<file path="src/rtl/qte_pkg.sv">
// Shared constants, CORDIC angle table and width helpers of the quaternion to Euler converter.
package qte_pkg;

  localparam int CB_DEFAULT   = 16;
  localparam int AB_DEFAULT   = 16;
  localparam int CORDIC_STEPS = 30;
  localparam int SQRT_DIGITS  = 31;
  localparam int QUEUE_DEPTH  = 2;

  // 32-bit binary angles, 2^32 is a full turn
  localparam logic [31:0] ANG_PI          = 32'h8000_0000;
  localparam logic [31:0] ANG_HALF_PI     = 32'h4000_0000;
  localparam logic [31:0] ANG_NEG_HALF_PI = 32'hC000_0000;

  localparam logic [31:0] ATAN_TAB [CORDIC_STEPS] = '{
    32'd536870912, 32'd316933406, 32'd167458907, 32'd85004756, 32'd42667331,
    32'd21354465,  32'd10679838,  32'd5340245,   32'd2670163,  32'd1335087,
    32'd667544,    32'd333772,    32'd166886,    32'd83443,    32'd41722,
    32'd20861,     32'd10430,     32'd5215,      32'd2608,     32'd1304,
    32'd652,       32'd326,       32'd163,       32'd81,       32'd41,
    32'd20,        32'd10,        32'd5,         32'd3,        32'd1
  };

  // right shift applied to component products to keep the working frame narrow
  function automatic int prod_shift(int cb);
    int f2;
    f2 = 2 * (cb - 1);
    return (f2 > 46) ? (f2 - 46) : 0;
  endfunction

  // fraction bits of the working frame
  function automatic int work_frac(int cb);
    return 2 * (cb - 1) - prod_shift(cb);
  endfunction

  // datapath width of the CORDIC vectors, covers gain and sign
  function automatic int cordic_width(int cb);
    int wf;
    wf = work_frac(cb);
    return ((wf > 30) ? wf : 30) + 5;
  endfunction

endpackage

</file>
<file path="src/rtl/qte_queue.sv">
// Small register queue that decouples the front end from the back end.
module qte_queue import qte_pkg::*; #(
  parameter int W     = 8,
  parameter int DEPTH = QUEUE_DEPTH
) (
  input  logic         clk,
  input  logic         rst_n,
  input  logic         push,
  input  logic [W-1:0] din,
  output logic         full,
  input  logic         pop,
  output logic [W-1:0] dout,
  output logic         empty
);

  localparam int PTRW = (DEPTH > 1) ? $clog2(DEPTH) : 1;
  localparam int CNTW = $clog2(DEPTH + 1);
  localparam logic [PTRW-1:0] LAST = PTRW'(DEPTH - 1);

  logic [W-1:0]    mem_r [DEPTH];
  logic [PTRW-1:0] wr_ptr_r, rd_ptr_r;
  logic [CNTW-1:0] cnt_r;

  assign full  = (cnt_r == CNTW'(DEPTH));
  assign empty = (cnt_r == '0);
  assign dout  = mem_r[rd_ptr_r];

  always_ff @(posedge clk) begin
    if (!rst_n) begin
      wr_ptr_r <= '0;
      rd_ptr_r <= '0;
      cnt_r    <= '0;
    end else begin
      if (push) begin
        wr_ptr_r <= (wr_ptr_r == LAST) ? '0 : wr_ptr_r + 1'b1;
      end
      if (pop) begin
        rd_ptr_r <= (rd_ptr_r == LAST) ? '0 : rd_ptr_r + 1'b1;
      end
      if (push && !pop) begin
        cnt_r <= cnt_r + 1'b1;
      end else if (pop && !push) begin
        cnt_r <= cnt_r - 1'b1;
      end
    end
  end

  always_ff @(posedge clk) begin
    if (push) begin
      mem_r[wr_ptr_r] <= din;
    end
  end

endmodule

</file>
<file path="config.mk">
export PLATFORM = sky130hd
export DESIGN_NAME = qte_queue
export DESIGN_NICKNAME = d
export VERILOG_FILES = /design/src/rtl/qte_pkg.sv /design/src/rtl/qte_queue.sv
export SDC_FILE = /design/constraint.sdc
export NUM_CORES = 1
export LEC_CHECK = 0
export BUFFER_PORTS_ARGS = -buffer_cell sky130_fd_sc_hd__buf_2
export CAP_MARGIN = 0
export CELL_PAD_IN_SITES_DETAIL_PLACEMENT = 0
export CELL_PAD_IN_SITES_GLOBAL_PLACEMENT = 2
export CORE_MARGIN = 4
export CORE_UTILIZATION = 36
export DETAILED_ROUTE_END_ITERATION = 7
export HOLD_SLACK_MARGIN = 0.06
export PLACE_DENSITY_LB_ADDON = 0.1
export SYNTH_ARGS = -nofsm -noshare
export SYNTH_HDL_FRONTEND = slang
export SYNTH_SLANG_ARGS = --single-unit
export TNS_END_PERCENT = 1
</file>
<file path="constraint.sdc">
create_clock -name clk -period 2.8 [get_ports clk]
set_input_delay 0.56 -clock clk [delete_from_list [all_inputs] [get_ports clk]]
set_output_delay 0.56 -clock clk [all_outputs]
set_load 0.1 [all_outputs]
</file>
After elaboration in Yosys (flattened, before gate mapping)
Memories as Yosys holds them, arrays and structs flattened. A register that Yosys moved wholly into a read port is not among the register bits.
Cells that the tools add are included.

operators by class
  $add $sub $neg = 4
  eq/ne operators = 1
  muxes and demuxes = 8
  reductions and logical operators = 6

operator list
  kind                                               number
  two-way mux 1 bit                                  6
  two-way mux 2 bit                                  2
  adder 1 bit (second input constant)                2
  adder 2 x 1 -> 2 bit (second input constant)       1
  == test 2 bit (second input constant)              1
  logical AND 1 bit                                  2
  logical NOT 1 bit                                  2
  logical NOT 2 bit                                  1
  nonzero test 2 bit                                 1
  subtractor 2 x 1 -> 2 bit (second input constant)  1

storage, ports and cells
  flip-flop bits (word level) = 4
  bits in writable memories = 16
  input port bits = 12
  output and inout port bits = 10
  logic and storage cells = 23
  memories kept = 1

memory list
  memory  depth  bits a word  rd ports  clocked after memory_dff  wr ports  RTL line         RTL
  mem_r   2      8            1         1                         1         qte_queue.sv:20  logic [W-1:0] mem_r [DEPTH];

Logic depth before layout (Yosys ltp)
Gate-level depths: netlist of run 1.

  word-level depth = 4
  mapped depth = 5
  depth with buffers taken out = 5

Worst setup path after synthesis of run 1
No wires, ideal clock.

  kind = register to output
  from = register cnt_r[0]
  to = output empty
  arrival = 1.597 ns
  data required time = 2.240 ns
  setup slack = 0.643 ns
  stages on the path, launching flop included = 2
  buffers on the path = 0
  path through = dfxtp_1 nor2_1

between the ends
  longest elaborated chain between the ends = 1

ends and longest elaborated chain
  element                 RTL line         RTL
  from (decl)             qte_queue.sv:22  logic [CNTW-1:0] cnt_r;
  from (signal assigned)  qte_queue.sv:41  cnt_r <= cnt_r + 1'b1;
  from (signal assigned)  qte_queue.sv:43  cnt_r <= cnt_r - 1'b1;
  logical NOT 2 bit       qte_queue.sv:25  assign empty = (cnt_r == '0);
  to (decl)               qte_queue.sv:13  output logic empty

No other way between the ends.

==> results of run 1 <==
cell families (layout without fill, tap and decap cells):
logic type | count (synthesis) | after routing
xor gates and xnor gates | 3 | 3
DFF | 21 | 21
AOI/OAI and AO/OA | 3 | 3
muxes | 8 | 8
buffers and inverters | 2 | 26
adders and majority gates | 1 | 1
and+or+nand+nor | 9 | 9
state kept, by name, summed over array words and instances, names as in the netlist, named ones only:
register / flops
rd_ptr_r: 1
mem_r: 16
cnt_r: 2
wr_ptr_r: 1
cell type report:
| type | count | area share [%] |
|---|---|---|
| Sequential cell | 21 | 60.81 |
| Multi-Input combinational cell | 24 | 21.49 |
| Timing Repair Buffer | 21 | 11.01 |
| Tap cell | 27 | 3.539 |
| Clock buffer | 4 | 2.752 |
| Inverter | 1 | 0.3932 |
cell usage in the layout, fill, tap and decap left out, types with 2 or more instances in the layout:
cell type,n
nor2b_1,2
buf_2,21
and2_1,4
dfxtp_1,5
mux2_2,8
clkbuf_4,3
edfxtp_1,16
xor2_1,2
final timing paths:
kind,start,to,slack (ps),cells past startpoint
worst max register to register,wr_ptr_r$_SDFFE_PN0P_,mem_r[0][2]$_DFFE_PP_,1460,1
worst min-delay path,din[7],mem_r[1][7]$_DFFE_PP_,450,1
worst max-delay path,register,dout[5],740,2
worst min register to register,cnt_r[1]$_SDFFE_PN0P_,cnt_r[1]$_SDFFE_PN0P_,520,2
routing by layer:
metal	GRT usage, %	vias to the layer above	wire length [µm]
met1	9.881	199	485
met2	16.93	11	636
li1	-	219	-
met4	4.858	0	0
met5	0	-	0
met3	3.485	0	80
power groups by stage:
stage          combinational, µW  clock [µW]  sequential, µW
6_report                     197         137             369
5_1_grt                      208         165             371
4_1_cts                      198         146             369
3_5_place_dp                 198           0             376
3_3_place_gp                 197           0             376
2_1_floorplan                173           0             370
metrics by stage:
| stage | setup slack, ps | instances |
|---|---|---|
| final | 740.6 | 98 |
| after CTS | 694.0 | 98 |
| after floorplan | 642.5 | 47 |
| after global routing | 633.0 | 98 |
| after global placement | 1040 | 94 |
| after detailed placement | 1042 | 94 |
==> results.json, run 1 <==
{
  "power.switching_uw": 247.5,
  "clk_path_buf_depth": 2,
  "grt_overflow": 0,
  "drc_errors": 0,
  "cts_inserted_buffers": 3,
  "fp.dieH_um": 54.98,
  "num_io_pins": 22,
  "dieArea_um2": 3023,
  "utilization_pct": 47.22,
  "crit_slowest_cell": "dfxtp_1",
  "syn_area_um2": 794.5,
  "synth-seq-cells": 21,
  "clock_skew_ps": 3.102,
  "syn2layout_area_growth_pct": 20.16,
  "via_per_inst": 4.378,
  "synth_fp_nets": 60,
  "synth_top_family_by_area": "multiplexers",
  "cts_tree": "done",
  "ys_top_cells_by_count": "edfxtp_1 (16), mux2_2 (8), dfxtp_1 (5)",
  "synth_xor_area_share_pct": 3.307,
  "finalWeightedCongestion": 0.6800,
  "grt_max_degree": 12,
  "synth_edf_count": 16,
  "post_cts_buffers": 0,
  "gr-usage-all-layers_pct": 9.586,
  "antenna_found_initial": 0,
  "internal-power_uw": 454.7,
  "drt_wl_total_mm": 1.201,
  "critPathLaunchType": "register",
  "netlist.area_leader.share_pct": 60.47,
  "grt_pass1_wl_mm": 1.890,
  "clk_pin_slew_ps": 110,
  "antenna_cells": 0,
  "fin_nets": 85,
  "grt_pass1_vias": 441,
  "fin_crit_sh_pct": 73.55,
  "crit_chain": "mux2_2 -> buf_2",
  "synthMuxAreaShare_pct": 11.34,
  "synth-compound-area-share_pct": 2.520,
  "routedWlPerCell_um": 12.26,
  "power_uw": 702.1,
  "die_w_um": 54.98,
  "firstDrtPassIters": 2,
  "pwr-share-clk_pct": 19.5,
  "start_util_pct": 39.29,
  "syn_area_per_cell_um2": 16.90,
  "cp_data_required_time_ps": 2240,
  "setup_viol": 0,
  "synth_area_leader_cell": "edfxtp_1",
  "synth_ff_type": "edfxtp_1",
  "seqPwrFrac_pct": 52.5,
  "synth_area_leaders": "edfxtp_1 (60%), dfxtp_1 (13%), mux2_2 (11%), and2_1 (3.1%), xor2_1 (2.2%)",
  "endpoint_kind": "output port",
  "post-synth-top-count-cell": "edfxtp_1",
  "async_reset_ff_share_pct": 0,
  "path_class": "reg -> out",
  "drv_cap": 0,
  "p_per_area_nw_per_um2": 735.5,
  "n_fill_cell": 193,
  "seq_area_frac_synth_pct": 73.07,
  "clock_latency_ps": 290,
  "cp_top_family": "flip-flops",
  "synth_fa_ha_area_share_pct": 1.575,
  "ant_nets": 0,
  "swShare_pct": 35.25,
  "hold_viol_final": 0,
  "rows": 16,
  "setup_tns_ps": 0,
  "postPlaceCellArea_um2": 928.4,
  "drive_gt1_share_pct": 46.48,
  "synth_cell_types": 16,
  "finalCriticalPeriod_ps": 2059,
  "rsz0062_at_grt": "no",
  "cts_hold_buf": 0,
  "slowest_delay_ps": 540,
  "cts.sinks": 21,
  "timing.hold.ws_ps": 450.8,
  "cp_num_buf_inv": 1,
  "path_max_fanout": 8,
  "outcome": "finished clean",
  "yosys.area_share.simple_pct": 7.087,
  "peakVddDrop_mv": 0.3141,
  "hold_class": "in -> reg",
  "ys.warnings.count": 0,
  "io_buffers": 21,
  "cts.repair.resized": 0,
  "crit_arrival_ps": 1500,
  "leakage_uw": 0.0003773,
  "slew-limit-headroom_pct": 45.55,
  "coreArea_um2": 2022,
  "dp.final_hpwl_um": 907.1,
  "fin_area_um2": 954.7,
  "worst_pin_slew_ps": 815.0,
  "dr.first_iter.drc_count": 8,
  "slew_violations": 0,
  "vias": 429,
  "ff_latch_area_um2": 580.6,
  "clockRootBuffer": "clkbuf_4",
  "max_freq_mhz": 485.6,
  "syn_inst": 47,
  "cts_htree_levels": 1,
  "p_comb_share_pct": 28.0,
  "multi_input_area_um2": 205.2
}
Power figures use the tool's default switching activity.
==> inputs of run 2 (changes only) <==
--- a/config.mk
+++ b/config.mk
@@ -10,7 +10,7 @@
 export CELL_PAD_IN_SITES_DETAIL_PLACEMENT = 0
 export CELL_PAD_IN_SITES_GLOBAL_PLACEMENT = 2
 export CORE_MARGIN = 4
-export CORE_UTILIZATION = 36
+export CORE_UTILIZATION = 30
 export DETAILED_ROUTE_END_ITERATION = 7
 export HOLD_SLACK_MARGIN = 0.06
 export PLACE_DENSITY_LB_ADDON = 0.1
==> constraint.sdc (replaced) <==
create_clock -name clk -period 1.8 [get_ports clk]
set_input_delay 0.36 -clock clk [delete_from_list [all_inputs] [get_ports clk]]
set_output_delay 0.36 -clock clk [all_outputs]
set_load 0.1 [all_outputs]
==> results.json, run 2 (synthesis results as in run 1) <==
{
  "critPathLaunchType": "register",
  "path_class": "reg -> out",
  "power_uw": 1104,
  "cts_tree": "done",
  "fin_nets": 86,
  "top_regs": "mem_r x16, cnt_r x2",
  "rsz0062_at_grt": "no",
  "dr.first_iter.drc_count": 4,
  "firstDrtPassIters": 2,
  "leakage_uw": 0.0003913,
  "postPlaceCellArea_um2": 942.2,
  "grt_pass1_wl_mm": 1.773,
  "antenna_cells": 0,
  "hold_class": "in -> reg",
  "drv_cap": 0,
  "crit_chain": "mux2_2 -> clkbuf_4",
  "slowest_delay_ps": 420,
  "finalWeightedCongestion": 0.6061,
  "num_io_pins": 22,
  "rows": 18,
  "multi_input_area_um2": 207.7,
  "path_max_fanout": 8,
  "drc_errors": 0,
  "dieArea_um2": 3535,
  "cts_htree_levels": 1,
  "finalCriticalPeriod_ps": 1698,
  "wl_met2_um": 631,
  "highest_layer": "met3",
  "mostFrequentLayoutCells": "edfxtp_1 (16), buf_2 (13), clkbuf_4 (11)",
  "clock_skew_ps": 4.665,
  "layout_commonest_cell": "edfxtp_1",
  "largest_register_ffs": 16,
  "grt_pass1_vias": 429,
  "grt_max_degree": 13,
  "ff_latch_area_um2": 584.3,
  "max_freq_mhz": 589.1,
  "worst_pin_slew_ps": 485.6,
  "clk_path_buf_depth": 2,
  "slew-limit-headroom_pct": 67.85,
  "clk_pin_slew_ps": 110,
  "clockRootBuffer": "clkbuf_4",
  "post_cts_buffers": 0,
  "hold_viol_final": 0,
  "met1_length_um": 460,
  "r2r-start": "wr_ptr_r$_SDFFE_PN0P_",
  "worstHoldStart": "din[4]",
  "gr-usage-all-layers_pct": 6.945,
  "start_util_pct": 31.78,
  "regMostFlops": "mem_r",
  "p_per_area_nw_per_um2": 1111,
  "via_per_inst": 4.314,
  "routedWlPerCell_um": 11.50,
  "cp_top_family": "flip-flops",
  "slew_violations": 0,
  "coreArea_um2": 2500,
  "cp_num_buf_inv": 1,
  "vias": 440,
  "setup_viol": 0,
  "die_w_um": 59.46,
  "peakVddDrop_mv": 0.5331,
  "setup_tns_ps": 0,
  "ant_nets": 0,
  "cts_inserted_buffers": 3,
  "wl_met3_um": 82,
  "utilization_pct": 39.74,
  "antenna_found_initial": 0,
  "fin_crit_sh_pct": 94.31,
  "fin_area_um2": 993.5,
  "io_buffers": 21,
  "drive_gt1_share_pct": 51.39,
  "clock_latency_ps": 290,
  "syn2layout_area_growth_pct": 25.04,
  "outcome": "finished clean",
  "endpoint_kind": "output port",
  "grt_overflow": 0,
  "crit_slowest_cell": "dfxtp_4",
  "n_fill_cell": 250,
  "crit_arrival_ps": 1340,
  "drt_wl_total_mm": 1.173,
  "dp.final_hpwl_um": 942.9,
  "fp.dieH_um": 59.46,
  "cp_data_required_time_ps": 1440,
  "cts.sinks": 21
}
-- run 2: changes by cell type in the layout (fill, tap and decap cells not counted) --
cell      before  now
buf_2         21   13
clkbuf_4       3   11
buf_4          0    1
clkbuf_1       1    0
clkinv_2       0    1
dfxtp_1        5    4
dfxtp_4        0    1
nor2_1         1    0
nor2_2         0    1
-- run 2: metal layers --
layer  up-vias  track usage [%]
li1        221                -
met3         0            3.050
met4         0            3.883
met2        11            12.32
met1       208            6.566
met5         -                0
-- run 2: final cells by class --
type | instances | share of cell area (%)
clock buffers | 3 | 2.267
clock inverters | 1 | 0.5038
inverters | 1 | 0.3778
multi-input cells | 24 | 20.91
flip-flops and latches | 21 | 58.82
well taps | 30 | 3.778
repair buffers | 22 | 13.35
-- run 2: worst paths after layout --
path                           endpoint  slack [ps]  cells past startpoint
hold / removal    mem_r[0][4]$_DFFE_PP_         250                      1
hold reg to reg   cnt_r[1]$_SDFFE_PN0P_         530                      2
setup / recovery                dout[3]         100                      2
setup reg to reg  mem_r[0][1]$_DFFE_PP_         700                      2
-- run 2: report_power, final --
part / internal, µW / switching (µW) / total [µW]
Combinational: 78.1 / 240 / 318
Clock: 82.5 / 128 / 211
Sequential: 555 / 19.9 / 575
Total: 716 / 388 / 1100
-- run 2: what timing repair did --
item / CTS / global route
hold buffers: 0 / 0
resized for setup: 1 / 9
setup endpoints to repair: 8 / 8
-- run 2: per-stage QoR --
stage / cells / setup WS [ps] / hold slack, ps
after floorplan: 47 / 298.0 / 458.9
after global routing: 102 / 35.36 / 223.0
after detailed placement: 98 / 228.7 / 508.1
final: 102 / 102.4 / 251.3
after CTS: 102 / 17.98 / 239.3
after global placement: 98 / 235.9 / 513.3
